<file path="src/rlr_pkg.sv">
// Package for the retargetable linear ramp: widths, controller states,
// datapath operation codes and the command/status structs.
// No dependencies.
package rlr_pkg;

    // Level, fraction and length widths
    localparam int LEVEL_BITS      = 24;
    localparam int SLOPE_FRAC_BITS = 16;
    localparam int LENGTH_BITS     = 16;

    // Accumulator and divider sizing
    localparam int ACC_BITS  = LEVEL_BITS + SLOPE_FRAC_BITS;
    localparam int DIFF_BITS = ACC_BITS + 1;
    localparam int DIV_STEPS = (DIFF_BITS + 1) / 2;
    localparam int DIVD_BITS = 2 * DIV_STEPS;
    localparam int CNT_BITS  = $clog2(DIV_STEPS);
    localparam int REM_BITS  = LENGTH_BITS + 1;

    // Stream payload widths, padded to whole bytes
    localparam int IN_BITS        = LEVEL_BITS + LENGTH_BITS;
    localparam int IN_TDATA_BITS  = ((IN_BITS + 7) / 8) * 8;
    localparam int OUT_TDATA_BITS = ((LEVEL_BITS + 7) / 8) * 8;

    typedef enum logic [2:0] {
        ST_IDLE,
        ST_DECIDE,
        ST_DIV,
        ST_APPLY,
        ST_EMIT
    } t_state;

    typedef enum logic [3:0] {
        OP_NONE,
        OP_LATCH,
        OP_PRIME,
        OP_HOLD,
        OP_STEP,
        OP_JUMP,
        OP_RETARGET,
        OP_DIV,
        OP_APPLY,
        OP_EMIT
    } t_op;

    typedef struct packed {
        t_op op;
    } t_cmd;

    typedef struct packed {
        logic primed;
        logic tgt_eq;
        logic slope_zero;
        logic len_zero;
        logic div_last;
        logic out_free;
    } t_status;

endpackage

</file>
<file path="src/retargetable_linear_ramp.sv">
// Retargetable linear ramp envelope generator, top level.
// Joins controller rlr_ctrl and datapath rlr_dp; depends on rlr_pkg.
//
// Usage:
//   The slave stream takes one request per audio sample: tdata holds the
//   target level (signed, bits 23:0) and the ramp length in samples
//   (unsigned, bits 39:24). The master stream gives one level per request
//   (signed, bits 23:0), in request order.
//   A request is taken only while the controller is idle. A request that
//   holds or steps the ramp passes through decide and emit before its
//   result is valid. A request with a new target and a nonzero length runs
//   the slope division at two quotient bits per cycle, then apply and emit;
//   that divider loop sets the worst-case request rate.
//   The result sits in an output register, so the next request is taken
//   while the last result still waits; if the receiver stalls, the block
//   stops before writing the following result and holds until it is taken.
//   Reset (synchronous, active low) clears the ramp state; the first
//   request after reset loads its target level directly.
module retargetable_linear_ramp (
    input  logic                                i_clk,
    input  logic                                i_rst_n,
    input  logic                                i_s_axis_tvalid,
    output logic                                o_s_axis_tready,
    // tdata: target_level[23:0], ramp_samples[39:24]
    input  logic [rlr_pkg::IN_TDATA_BITS-1:0]   i_s_axis_tdata,
    output logic                                o_m_axis_tvalid,
    input  logic                                i_m_axis_tready,
    // tdata: level_out[23:0]
    output logic [rlr_pkg::OUT_TDATA_BITS-1:0]  o_m_axis_tdata
);

    rlr_pkg::t_cmd    cmd;
    rlr_pkg::t_status status;

    rlr_ctrl u_ctrl (
        .i_clk           (i_clk),
        .i_rst_n         (i_rst_n),
        .i_s_axis_tvalid (i_s_axis_tvalid),
        .o_s_axis_tready (o_s_axis_tready),
        .i_status        (status),
        .o_cmd           (cmd)
    );

    rlr_dp u_dp (
        .i_clk           (i_clk),
        .i_rst_n         (i_rst_n),
        .i_cmd           (cmd),
        .o_status        (status),
        .i_s_axis_tdata  (i_s_axis_tdata),
        .o_m_axis_tvalid (o_m_axis_tvalid),
        .i_m_axis_tready (i_m_axis_tready),
        .o_m_axis_tdata  (o_m_axis_tdata)
    );

endmodule

</file>
<file path="src/rlr_ctrl.sv">
// Controller of the retargetable linear ramp: sequences one request through
// decide, divide and apply (on a retarget only) and emit. Depends on rlr_pkg.
module rlr_ctrl (
    input  logic             i_clk,
    input  logic             i_rst_n,
    input  logic             i_s_axis_tvalid,
    output logic             o_s_axis_tready,
    input  rlr_pkg::t_status i_status,
    output rlr_pkg::t_cmd    o_cmd
);

    rlr_pkg::t_state r_state;
    rlr_pkg::t_state n_state;

    // State register
    always_ff @(posedge i_clk) begin
        if (!i_rst_n) begin
            r_state <= rlr_pkg::ST_IDLE;
        end else begin
            r_state <= n_state;
        end
    end

    // Next state and commands
    always_comb begin
        n_state         = r_state;
        o_cmd.op        = rlr_pkg::OP_NONE;
        o_s_axis_tready = 1'b0;
        case (r_state)
            rlr_pkg::ST_IDLE: begin
                o_s_axis_tready = 1'b1;
                if (i_s_axis_tvalid) begin
                    o_cmd.op = rlr_pkg::OP_LATCH;
                    n_state  = rlr_pkg::ST_DECIDE;
                end
            end
            rlr_pkg::ST_DECIDE: begin
                if (!i_status.primed) begin
                    o_cmd.op = rlr_pkg::OP_PRIME;
                    n_state  = rlr_pkg::ST_EMIT;
                end else if (i_status.tgt_eq && i_status.slope_zero) begin
                    o_cmd.op = rlr_pkg::OP_HOLD;
                    n_state  = rlr_pkg::ST_EMIT;
                end else if (i_status.tgt_eq) begin
                    o_cmd.op = rlr_pkg::OP_STEP;
                    n_state  = rlr_pkg::ST_EMIT;
                end else if (i_status.len_zero) begin
                    o_cmd.op = rlr_pkg::OP_JUMP;
                    n_state  = rlr_pkg::ST_EMIT;
                end else begin
                    o_cmd.op = rlr_pkg::OP_RETARGET;
                    n_state  = rlr_pkg::ST_DIV;
                end
            end
            rlr_pkg::ST_DIV: begin
                o_cmd.op = rlr_pkg::OP_DIV;
                if (i_status.div_last) begin
                    n_state = rlr_pkg::ST_APPLY;
                end
            end
            rlr_pkg::ST_APPLY: begin
                o_cmd.op = rlr_pkg::OP_APPLY;
                n_state  = rlr_pkg::ST_EMIT;
            end
            rlr_pkg::ST_EMIT: begin
                if (i_status.out_free) begin
                    o_cmd.op = rlr_pkg::OP_EMIT;
                    n_state  = rlr_pkg::ST_IDLE;
                end
            end
            default: begin
                n_state = rlr_pkg::ST_IDLE;
            end
        endcase
    end

endmodule

</file>
<file path="src/rlr_dp.sv">
// Datapath of the retargetable linear ramp: level accumulator, slope, ramp
// counters, two-bit-per-cycle restoring divider and output register.
// Depends on rlr_pkg.
module rlr_dp (
    input  logic                                i_clk,
    input  logic                                i_rst_n,
    input  rlr_pkg::t_cmd                       i_cmd,
    output rlr_pkg::t_status                    o_status,
    input  logic [rlr_pkg::IN_TDATA_BITS-1:0]   i_s_axis_tdata,
    output logic                                o_m_axis_tvalid,
    input  logic                                i_m_axis_tready,
    output logic [rlr_pkg::OUT_TDATA_BITS-1:0]  o_m_axis_tdata
);

    localparam int LB = rlr_pkg::LEVEL_BITS;
    localparam int FB = rlr_pkg::SLOPE_FRAC_BITS;
    localparam int NB = rlr_pkg::LENGTH_BITS;
    localparam int AB = rlr_pkg::ACC_BITS;
    localparam int DB = rlr_pkg::DIFF_BITS;
    localparam int QB = rlr_pkg::DIVD_BITS;
    localparam int CB = rlr_pkg::CNT_BITS;
    localparam int RB = rlr_pkg::REM_BITS;

    // Latched request
    logic [LB-1:0]        r_in_tgt;
    logic [NB-1:0]        r_in_len;
    // Ramp state
    logic signed [AB-1:0] r_acc,      n_acc;
    logic [LB-1:0]        r_held,     n_held;
    logic signed [AB-1:0] r_slope,    n_slope;
    logic [NB-1:0]        r_elapsed,  n_elapsed;
    logic [NB-1:0]        r_ramp_len, n_ramp_len;
    logic                 r_primed,   n_primed;
    // Divider
    logic [RB-1:0]        r_rem,      n_rem;
    logic [QB-1:0]        r_quo,      n_quo;
    logic                 r_neg,      n_neg;
    logic [CB-1:0]        r_cnt,      n_cnt;
    // Output register
    logic [LB-1:0]        r_out_level;
    logic                 r_out_valid, n_out_valid;

    logic signed [AB-1:0] tgt_acc;
    logic signed [AB-1:0] held_acc;
    logic signed [DB-1:0] diff;
    logic [DB-1:0]        mag;
    logic signed [AB-1:0] q_signed;
    logic [NB-1:0]        el_next;
    logic                 out_free;

    assign tgt_acc  = {r_in_tgt, {FB{1'b0}}};
    assign held_acc = {r_held, {FB{1'b0}}};
    assign diff     = {tgt_acc[AB-1], tgt_acc} - {r_acc[AB-1], r_acc};
    assign mag      = diff[DB-1] ? DB'(-diff) : DB'(diff);
    assign q_signed = r_neg ? AB'(-r_quo[AB-1:0]) : AB'(r_quo[AB-1:0]);
    assign el_next  = r_elapsed + NB'(1);
    assign out_free = !r_out_valid || i_m_axis_tready;

    // Status to the controller
    assign o_status.primed     = r_primed;
    assign o_status.tgt_eq     = (r_in_tgt == r_held);
    assign o_status.slope_zero = (r_slope == '0);
    assign o_status.len_zero   = (r_in_len == '0);
    assign o_status.div_last   = (r_cnt == CB'(rlr_pkg::DIV_STEPS - 1));
    assign o_status.out_free   = out_free;

    // Next values of ramp state and divider
    always_comb begin
        logic signed [AB-1:0] slope_use;
        logic [RB-1:0]        rem_v;
        logic [QB-1:0]        quo_v;
        logic                 ge_v;
        n_acc       = r_acc;
        n_held      = r_held;
        n_slope     = r_slope;
        n_elapsed   = r_elapsed;
        n_ramp_len  = r_ramp_len;
        n_primed    = r_primed;
        n_rem       = r_rem;
        n_quo       = r_quo;
        n_neg       = r_neg;
        n_cnt       = r_cnt;
        n_out_valid = r_out_valid;
        slope_use   = r_slope;
        rem_v       = r_rem;
        quo_v       = r_quo;
        ge_v        = 1'b0;
        if (r_out_valid && i_m_axis_tready) begin
            n_out_valid = 1'b0;
        end
        case (i_cmd.op)
            rlr_pkg::OP_PRIME: begin
                n_primed   = 1'b1;
                n_held     = r_in_tgt;
                n_acc      = tgt_acc;
                n_slope    = '0;
                n_elapsed  = '0;
                n_ramp_len = '0;
            end
            rlr_pkg::OP_HOLD: begin
                n_acc = held_acc;
            end
            rlr_pkg::OP_JUMP: begin
                n_held     = r_in_tgt;
                n_ramp_len = r_in_len;
                n_elapsed  = '0;
                n_acc      = tgt_acc;
                n_slope    = '0;
            end
            rlr_pkg::OP_RETARGET: begin
                n_held     = r_in_tgt;
                n_ramp_len = r_in_len;
                n_elapsed  = '0;
                n_neg      = diff[DB-1];
                n_quo      = QB'(mag);
                n_rem      = '0;
                n_cnt      = '0;
            end
            rlr_pkg::OP_DIV: begin
                // Two restoring steps per cycle
                for (int k = 0; k < 2; k++) begin
                    rem_v = {rem_v[RB-2:0], quo_v[QB-1]};
                    ge_v  = (rem_v >= {1'b0, r_ramp_len});
                    if (ge_v) begin
                        rem_v = rem_v - {1'b0, r_ramp_len};
                    end
                    quo_v = {quo_v[QB-2:0], ge_v};
                end
                n_rem = rem_v;
                n_quo = quo_v;
                n_cnt = r_cnt + CB'(1);
            end
            rlr_pkg::OP_STEP, rlr_pkg::OP_APPLY: begin
                // Advance the ramp, or land on the target at its end
                if (i_cmd.op == rlr_pkg::OP_APPLY) begin
                    slope_use = q_signed;
                end
                n_elapsed = el_next;
                if (el_next != '0 && el_next < r_ramp_len) begin
                    n_acc   = r_acc + slope_use;
                    n_slope = slope_use;
                end else begin
                    n_acc   = held_acc;
                    n_slope = '0;
                end
            end
            rlr_pkg::OP_EMIT: begin
                n_out_valid = 1'b1;
            end
            default: begin
            end
        endcase
    end

    // State registers
    always_ff @(posedge i_clk) begin
        if (!i_rst_n) begin
            r_acc       <= '0;
            r_held      <= '0;
            r_slope     <= '0;
            r_elapsed   <= '0;
            r_ramp_len  <= '0;
            r_primed    <= 1'b0;
            r_out_valid <= 1'b0;
            r_cnt       <= '0;
        end else begin
            r_acc       <= n_acc;
            r_held      <= n_held;
            r_slope     <= n_slope;
            r_elapsed   <= n_elapsed;
            r_ramp_len  <= n_ramp_len;
            r_primed    <= n_primed;
            r_out_valid <= n_out_valid;
            r_cnt       <= n_cnt;
        end
    end

    // Payload registers
    always_ff @(posedge i_clk) begin
        r_rem <= n_rem;
        r_quo <= n_quo;
        r_neg <= n_neg;
        if (i_cmd.op == rlr_pkg::OP_LATCH) begin
            r_in_tgt <= i_s_axis_tdata[LB-1:0];
            r_in_len <= i_s_axis_tdata[LB+NB-1:LB];
        end
        if (i_cmd.op == rlr_pkg::OP_EMIT) begin
            r_out_level <= r_acc[AB-1:FB];
        end
    end

    // Drive the result channel
    assign o_m_axis_tvalid = r_out_valid;
    always_comb begin
        o_m_axis_tdata         = '0;
        o_m_axis_tdata[LB-1:0] = r_out_level;
    end

    // Emit only into a free output register
    a_emit_free: assert property (@(posedge i_clk) disable iff (!i_rst_n)
        i_cmd.op == rlr_pkg::OP_EMIT |-> out_free)
        else $error("result emitted over a pending one");

    // Emit raises the result valid
    a_emit_valid: assert property (@(posedge i_clk) disable iff (!i_rst_n)
        i_cmd.op == rlr_pkg::OP_EMIT |=> r_out_valid)
        else $error("emitted result not presented");

    // Divider runs only for a nonzero length
    a_div_len: assert property (@(posedge i_clk) disable iff (!i_rst_n)
        i_cmd.op == rlr_pkg::OP_DIV |-> r_ramp_len != '0)
        else $error("division by zero length");

    // A live slope means the ramp has not reached its end
    a_slope_live: assert property (@(posedge i_clk) disable iff (!i_rst_n)
        r_slope != '0 |-> (r_elapsed < r_ramp_len && r_primed))
        else $error("slope kept past end of ramp");

endmodule

</file>
<file path="config.mk">
export PLATFORM = sky130hd
export DESIGN_NAME = retargetable_linear_ramp
export DESIGN_NICKNAME = d
export VERILOG_FILES = /design/src/rlr_pkg.sv /design/src/retargetable_linear_ramp.sv /design/src/rlr_ctrl.sv /design/src/rlr_dp.sv
export SDC_FILE = /design/constraint.sdc
export NUM_CORES = 1
export LEC_CHECK = 0
export BUFFER_PORTS_ARGS = -buffer_cell sky130_fd_sc_hd__buf_2
export CAP_MARGIN = 0
export CORE_MARGIN = 4
export CORE_UTILIZATION = 57
export CTS_CLUSTER_DIAMETER = 80
export DETAILED_ROUTE_END_ITERATION = 6
export PLACE_DENSITY = 0.74
export SYNTH_ARGS = -nofsm -noshare
export SYNTH_HDL_FRONTEND = slang
export SYNTH_HIERARCHICAL = 1
export SYNTH_SLANG_ARGS = --single-unit
</file>
<file path="constraint.sdc">
create_clock -name i_clk -period 14.95 [get_ports i_clk]
set_input_delay 2.2425 -clock i_clk [delete_from_list [all_inputs] [get_ports i_clk]]
set_output_delay 2.2425 -clock i_clk [all_outputs]
set_load 0.05 [all_outputs]
</file>
# Word-level counts from Yosys, hierarchy flattened
# Index checks and enable logic that the tools add are counted.
# W data, S select, Z words.
# op_classes
addsub	8
n_lt_le_gt_ge	3
n_eq_ne	18
muxes	34
n_reduce_logical	20
# ops
cell	n
$mux W40	5
$pmux W40 S3	1
$pmux W16 S2	3
$pmux W42 S2	1
$pmux W40 S2	1
$mux W16	3
$mux W41	1
$neg A41 Y41	1
$sub A40 B40 Y41	1
$add A40 B40 Y40	1
$logic_not A40 Y1	1
$neg A40 Y40	1
$ge A17 B16 Y1	2
$sub A16 B16 Y16	2
$eq A24 B24 Y1	1
$mux W3	7
$pmux W4 S5	1
$add A16 B1 Y16 const B	1
$eq A4 B3 Y1 const B	4
$logic_not A16 Y1	1
$lt A16 B16 Y1	1
$mux W4	4
$reduce_bool A16 Y1	1
$pmux W3 S5	1
other kinds (22)	37
# word_totals
ff_bits	269
inputBits	44
out_inout_bits	26
word_cells	98

# Logic depth before layout (Yosys ltp)
# Gate-level depths: netlist (run 1).
# logic_depth
depth_word	12
depth_mapped	27
mapped_depth_nobuf	25

# By module
# Netlist (run 1), hierarchy kept.
# modules_own_cells
module	instances	cells_per_inst	area_per_inst_um2	seq_area_each_um2
rlr_dp	1	2178	18363.9	6556.3
rlr_ctrl	1	35	252.7	60.1

# Worst setup path before layout (run 1)
# Ideal clock, no wire load.
# synth_path
path_kind	input to register
from	input port i_m_axis_tready
to	register u_dp.r_acc[39]
setup_ns	0.096
arrival_time_ns	6.877
required_ns	14.854
setup_slack_ns	7.977
cell_stages	22
n_path_buf	4
cell_sequence	nand2b_1 buf_4 nand2_1 or3_2 o21ai_0 clkbuf_1 nand2b_1 nor3_1 clkbuf_1 clkbuf_1 a21oi_1 ha_1 and3_1 o211ai_1 o211a_1 a211o_1 o21ai_0 a41oi_1 o311ai_0 xnor2_1 o21ai_1 nor4b_1
# synth_lines
item	line	source
from (decl)	retargetable_linear_ramp.sv:27	input logic i_m_axis_tready,
to (signal assigned)	rlr_dp.sv:167	r_acc <= n_acc;
to (decl)	rlr_dp.sv:28	logic signed [AB-1:0] r_acc, n_acc;

==> results.cfg, run 1 <==
[status]
outcome = completed

[cts]
htree_levels = 1
cts_buffers = 31
root_buffer = clkbuf_16
post-cts-setup-buffer-count = 0
clock_latency_ps = 580
clk_pin_slew_ps = 60
post_cts_resize_count = 0
cts_hold_buf = 0
cts_tree = done
clock-sinks = 269
clockBufferDepth = 3

[setup_path]
crit_chain = buf_2, nand2b_1, nand2_1, or3_2, o21ai_1, nand2b_1, nor3_2, buf_4, mux2_2, ha_1, inv_1, fa_1, nor2b_1, o21a_1, o21ai_0, a21oi_1, o21ai_0, a31oi_1, a31oi_1, o311ai_0, xor2_1, nand2_1, a31oi_1
reg2reg_depth = 25
critPathSlowestCell = buf_4
worstSetupPathType = input pin to register
worst_r2r_endpoint = u_dp/r_acc[32]$_SDFFE_PN0P_
required_ps = 15450
r2r_start = u_dp/r_slope[29]$_SDFFE_PN0N_
startpoint_type = input pin
end_kind = register
crit_buf_inv = 3
cp.arrival_ps = 8310
cp_max_fo = 76
cpMostUsedCell = a31oi_1
max_stage_delay_ps = 630
reg2reg_slack_ps = 7240
cp_top_family = compound AO/OA/AOI/OAI gates

[placed_design]
dp_hpwl_um = 37800
port_buffers = 69
gp_congestion = 0.936
pre_cts_ws_ps = 6750

[hold_path]
min_from = u_dp/r_held[17]$_SDFFE_PN0P_
whs_path_depth = 2
min_to = u_dp/r_held[17]$_SDFFE_PN0P_
hp-class = register to register

[sta]
finalCritPeriodShare = 0.522
setup_viol = 0
fmax_ghz = 0.128
setup_ws_ps = 7140
tightest_slew_ps = 1090
report.final.slew_viol_count = 0
max-slew-margin-rel = 0.269
post-route-min-period_ps = 7810
fin_skew_ps = 15.7
hold_viol = 0
grt_setup_unrepaired = no
fin_tns_setup_ps = 0

[routing]
drt_wl_total_um = 52000
drtIter0Drc = 1320
wire_per_inst_um = 19.4
first_pass_iters = 6
vias = 16662
drc = 0
viasPerCell = 6.22
antenna_left = 0

[synthesis]
ys_types = 88
synth_top_cell_area_share = 0.198
synth_top_area_cell = edfxtp_1
syn_area_mm2 = 0.0186
synth_nets = 2377
synth_seq_area_share = 0.355
synthTopCellsByArea = edfxtp_1, dfxtp_1, ha_1
syn_inst = 2213
async_flop_share = 0
ys_warn_count = 6
syn_area_per_cell_um2 = 8.41
ys_ff_latch = 269
synth_edf_count = 123
synth_ff_type = dfxtp_1

[power_and_ir_drop]
vdd_drop_max_mv = 0.120
p_per_area_mw_per_mm2 = 104
power_leakage_uw = 0.00793

[global_routing]
antenna_found_initial = 0
grt_max_degree = 77
first_global_vias = 16096
gr-total-overflow = 0
grt_usage = 0.281
grt_pass1_wl_um = 82600

[die]
io_pins = 70
fp.dieH_um = 189
die_width_um = 189
fp-row-count = 65
core_mm2 = 0.0319
die_area_mm2 = 0.0356
start_util = 0.584

[cells_and_area]
area_delta_synth_final_pct = 8.95
layout-drive-gt1-share = 0.0887
nets = 2382

[flow_run]
maxCapViolations = 0
synthesized netlist by cell type, types with 5 or more instances:
cell type	instances
buf_2	15
o211ai_1	9
nor4_1	35
nand2b_1	20
xnor2_1	105
mux2i_1	19
or2_2	8
and2_1	8
or4_1	14
or3_1	15
o2111ai_1	5
and3_1	17
clkbuf_1	91
a211oi_1	13
nor3_1	41
nor2b_1	13
a22oi_1	71
edfxtp_1	123
o31ai_1	20
nand3_1	39
a21o_1	42
a21oi_1	195
o41ai_1	10
a311o_1	6
a221oi_1	6
o21a_1	18
o22ai_1	9
o21ai_0	139
dfxtp_1	146
nand4_1	29
nor2_1	259
o21bai_1	7
mux2_2	14
ha_1	117
a31oi_1	28
xor2_1	106
nand2_1	210
buf_1	6
nor3b_1	8
inv_1	82
how the worst max path moves through the flow:
stage	startpoint	to	slack, ps	cells after the start
2_1_floorplan	i_m_axis_tready	u_dp/r_acc[39]$_SDFFE_PN0P_	7980	22
3_5_place_dp	i_m_axis_tready	u_dp/r_acc[32]$_SDFFE_PN0P_	6750	23
5_1_grt	i_m_axis_tready	u_dp/r_acc[32]$_SDFFE_PN0P_	6780	23
6_report	i_m_axis_tready	u_dp/r_acc[32]$_SDFFE_PN0P_	7140	23
3_3_place_gp	i_m_axis_tready	u_dp/r_acc[32]$_SDFFE_PN0P_	6940	23
4_1_cts	i_m_axis_tready	u_dp/r_acc[32]$_SDFFE_PN0P_	7300	23
report_power, final:
part           total [uW]  internal [uW]  switching [uW]  leakage [uW]
clock                 783            462             321      0.000523
sequential            849            816            32.2       0.00234
combinational         479            179             299       0.00506
stage by stage:
stage | hold WS, ps | total power [uW] | cell area (um2) | utilization | instances
global route | 500 | 2200 | 20300 | 0.636 | 2678
CTS | 480 | 2110 | 20300 | 0.636 | 2678
detailed placement | 470 | 1330 | 19200 | 0.603 | 2620
global placement | 468 | 1320 | 19200 | 0.603 | 2620
finish | 477 | 2110 | 20300 | 0.636 | 2679
floorplan | 437 | 1210 | 18600 | - | 2213
sequential cells by signal, indices dropped and copies added, names as in the netlist:
register	count
u_dp/r_primed	1
u_dp/r_slope	40
u_dp/r_acc	40
u_dp/r_in_tgt	24
u_dp/r_neg	1
u_dp/r_quo	42
u_dp/r_in_len	16
u_dp/r_held	24
u_ctrl/r_state	3
u_dp/r_elapsed	16
u_dp/o_m_axis_tdata	24
u_dp/r_cnt	5
u_dp/r_rem	16
u_dp/o_m_axis_tvalid	1
u_dp/r_ramp_len	16
metal layers:
| metal | up-vias | global-route usage | wire (um) |
|---|---|---|---|
| met5 | - | 0 | 0 |
| met4 | 0 | 0.103 | 1760 |
| met1 | 7839 | 0.367 | 21600 |
| met2 | 658 | 0.477 | 24300 |
| met3 | 111 | 0.0409 | 4250 |
| li1 | 8054 | - | - |
tightest hold or removal path: stages (launching register included):
cell,delay [ps]
dfxtp_1,320
nand2_1,60
a21oi_1,50
cell families after synthesis:
kind of cell,count (synthesis),synth area share
xor+xnor,211,0.0993
fa+ha+maj,120,0.0819
simple gates,750,0.191
compound gates,627,0.211
flops,269,0.355
buf+inv,203,0.0435
mux,33,0.0187
area by class of cell:
class                           instances  area [um2]
Clock buffer                           39         867
Sequential cell                       269        6620
Multi-Input combinational cell       1741       11200
Tap cell                              435         544
Timing Repair Buffer                   91         510
Clock inverter                         19         186
Inverter                               84         318
Fill cell                            2784       11600
Antenna cell                            1        2.50
cells in the final DEF (no fill, tap or decap), types with 15 or more instances in the layout:
cell type  instances
xor2_1           106
a21o_1            42
xnor2_1          105
and3_1            17
a21oi_1          194
inv_1             82
mux2i_1           19
o31ai_1           20
o21ai_0          138
edfxtp_1         123
nor4_1            35
a31oi_1           28
nand3_1           39
buf_2             69
o21a_1            18
nor3_1            38
or3_1             15
dfxtp_1          146
nand2b_1          20
nor2_1           256
nand2_1          210
clkbuf_16         32
ha_1             117
a22oi_1           71
buf_4             22
nand4_1           29
No activity file was read; power rests on OpenSTA's default activity.
==> run 2, diff against run 1 <==
Settings changed: PLACE_DENSITY 0.74 to 0.77.
Clock period 14.95 ns to 7.1 ns, I/O delays scaled along.
==> run 2 against run 1 <==
Power rose by 110%; sequential share of layout area fell by 0.068 points; critical path depth rose by 1; worst hold slack improved by 5.8 ps; largest cell class unchanged; highest routed layer is now met5; clock-buffer cell count rose by 1; design area rose by 0.21%.
==> results.cfg, run 2 (synthesis gave the netlist of run 1 again) <==
[cts]
clock_latency_ps = 580
cts_tree = done
htree_levels = 1
clk_pin_slew_ps = 60
clockBufferDepth = 3
post_cts_resize_count = 0
cts_hold_buf = 0
root_buffer = clkbuf_16
cts_buffers = 30
post-cts-setup-buffer-count = 0
clock-sinks = 269

[global_routing]
grt_max_degree = 65
first_global_vias = 16197
grt_usage = 0.305
grt_pass1_wl_um = 88700
antenna_found_initial = 1
gr-total-overflow = 0

[routing]
first_pass_iters = 6
wire_per_inst_um = 20.9
antenna_left = 0
viasPerCell = 6.38
drtIter0Drc = 1844
drt_wl_total_um = 56200
vias = 17150
drc = 0

[hold_path]
min_to = u_dp/r_held[6]$_SDFFE_PN0P_
whs_path_depth = 2
hp-class = register to register
min_from = u_dp/r_held[6]$_SDFFE_PN0P_

[cells_and_area]
final_cell_mix = nor2_1, nand2_1, a21oi_1
nets = 2392
design_area_mm2 = 0.0203
regMostFlops = u_dp/r_quo
layout-drive-gt1-share = 0.0924
largestRegisters = u_dp/r_quo x42, u_dp/r_acc x40, u_dp/r_slope x40
area_delta_synth_final_pct = 9.18
stdcell_count = 2687
final_common_cell = nor2_1
diodes = 0
largest_reg_flops = 42
fillers = 2733

[die]
fp.dieH_um = 189
core_mm2 = 0.0319
io_pins = 70
start_util = 0.584
fp-row-count = 65
die_width_um = 189
die_area_mm2 = 0.0356

[power_and_ir_drop]
power_leakage_uw = 0.00797
vdd_drop_max_mv = 0.220
fin_total_pwr_uw = 4450
p_per_area_mw_per_mm2 = 219

[setup_path]
cp_max_fo = 23
end_kind = register
r2r_start = u_dp/r_ramp_len[1]$_SDFFE_PN0P_
cp_top_family = compound AO/OA/AOI/OAI gates
worst_r2r_endpoint = u_dp/r_rem[0]$_SDFFCE_PN0P_
reg2reg_depth = 24
cp.arrival_ps = 6870
crit_chain = inv_1, ha_1, nor2b_1, o31a_1, or4_1, a311o_1, a31oi_1, nand2_1, a211o_1, nor2_1, a21oi_1, ha_1, a21o_1, a21oi_1, o221a_2, o2111ai_1, nand2_1, o2111ai_1, o21a_1, and2_1, nand2b_1, buf_4, nor2_1, a211oi_1
startpoint_type = register
reg2reg_slack_ps = 620
critPathSlowestCell = nand2b_1
required_ps = 7490
crit_buf_inv = 2
max_stage_delay_ps = 680
worstSetupPathType = register to register

[sta]
fin_tns_setup_ps = 0
fmax_ghz = 0.154
hold_viol = 0
setup_viol = 0
tightest_slew_ps = 1160
max-slew-margin-rel = 0.220
setup_ws_ps = 618
finalCritPeriodShare = 0.913
grt_setup_unrepaired = no
post-route-min-period_ps = 6480
fin_skew_ps = 28.0
report.final.slew_viol_count = 0

[placed_design]
pre_cts_ws_ps = 546
dp_hpwl_um = 40800
place_area_mm2 = 0.0193
placedCellCount = 2631
port_buffers = 69
gp_congestion = 0.952

[flow_run]
maxCapViolations = 0

[status]
outcome = completed
-- run 2: changes by cell type in the layout (fill, tap and decap cells not counted), sizes merged, moves of 2 or more --
cell,previous run,this run
buf,91,102
clkinvlp,2,0
inv,86,83
clkinv,12,15
-- run 2: how the worst max path moves through the flow --
stage	from	to	cells after the start
after floorplan	u_dp/r_ramp_len[1]$_SDFFE_PN0P_	u_dp/r_rem[10]$_SDFFCE_PN0P_	26
after global placement	u_dp/r_in_tgt[3]$_DFFE_PN_	u_dp/r_acc[39]$_SDFFE_PN0P_	27
after detailed placement	u_dp/r_in_tgt[15]$_DFFE_PN_	u_dp/r_acc[39]$_SDFFE_PN0P_	26
after CTS	u_dp/r_in_tgt[15]$_DFFE_PN_	u_dp/r_acc[39]$_SDFFE_PN0P_	26
after global routing	u_dp/r_in_tgt[19]$_DFFE_PN_	u_dp/r_acc[39]$_SDFFE_PN0P_	26
final	u_dp/r_ramp_len[1]$_SDFFE_PN0P_	u_dp/r_rem[0]$_SDFFCE_PN0P_	24
-- run 2: per-stage QoR --
stage	util	hold slack, ps
floorplan	-	437
global placement	0.606	467
detailed placement	0.606	468
CTS	0.637	486
global route	0.638	508
finish	0.638	482
-- run 2: routing by layer --
layer / routed length, um / track usage / share of wire
met1: 22800 / 0.402 / 0.41
met2: 25800 / 0.506 / 0.46
met3: 4900 / 0.0474 / 0.087
met4: 2680 / 0.120 / 0.048
met5: 17 / 0 / 0.00030
-- run 2: area by class of cell --
cell class / count / area [um2] / share of cell area
clock inverters: 16 / 134 / 0.00659
flip-flops and latches: 269 / 6620 / 0.326
well taps: 435 / 544 / 0.0268
multi-input cells: 1741 / 11200 / 0.553
inverters: 84 / 317 / 0.0156
clock buffers: 40 / 872 / 0.0429
repair buffers: 102 / 606 / 0.0298
-- run 2: report_power, final --
| group | switching, uW | internal [uW] | total [uW] | leakage (uW) |
|---|---|---|---|---|
| logic | 672 | 385 | 1060 | 0.00512 |
| registers | 69.0 | 1720 | 1790 | 0.00234 |
| clock network | 670 | 932 | 1600 | 0.000510 |
-- run 2: worst register-to-register path: cells and delay by family, from the launching register on --
kind	cells	cell delay, ps
flops	1	330
fa+ha+maj	2	810
buf+inv	2	400
compound gates	12	2910
simple gates	8	1870
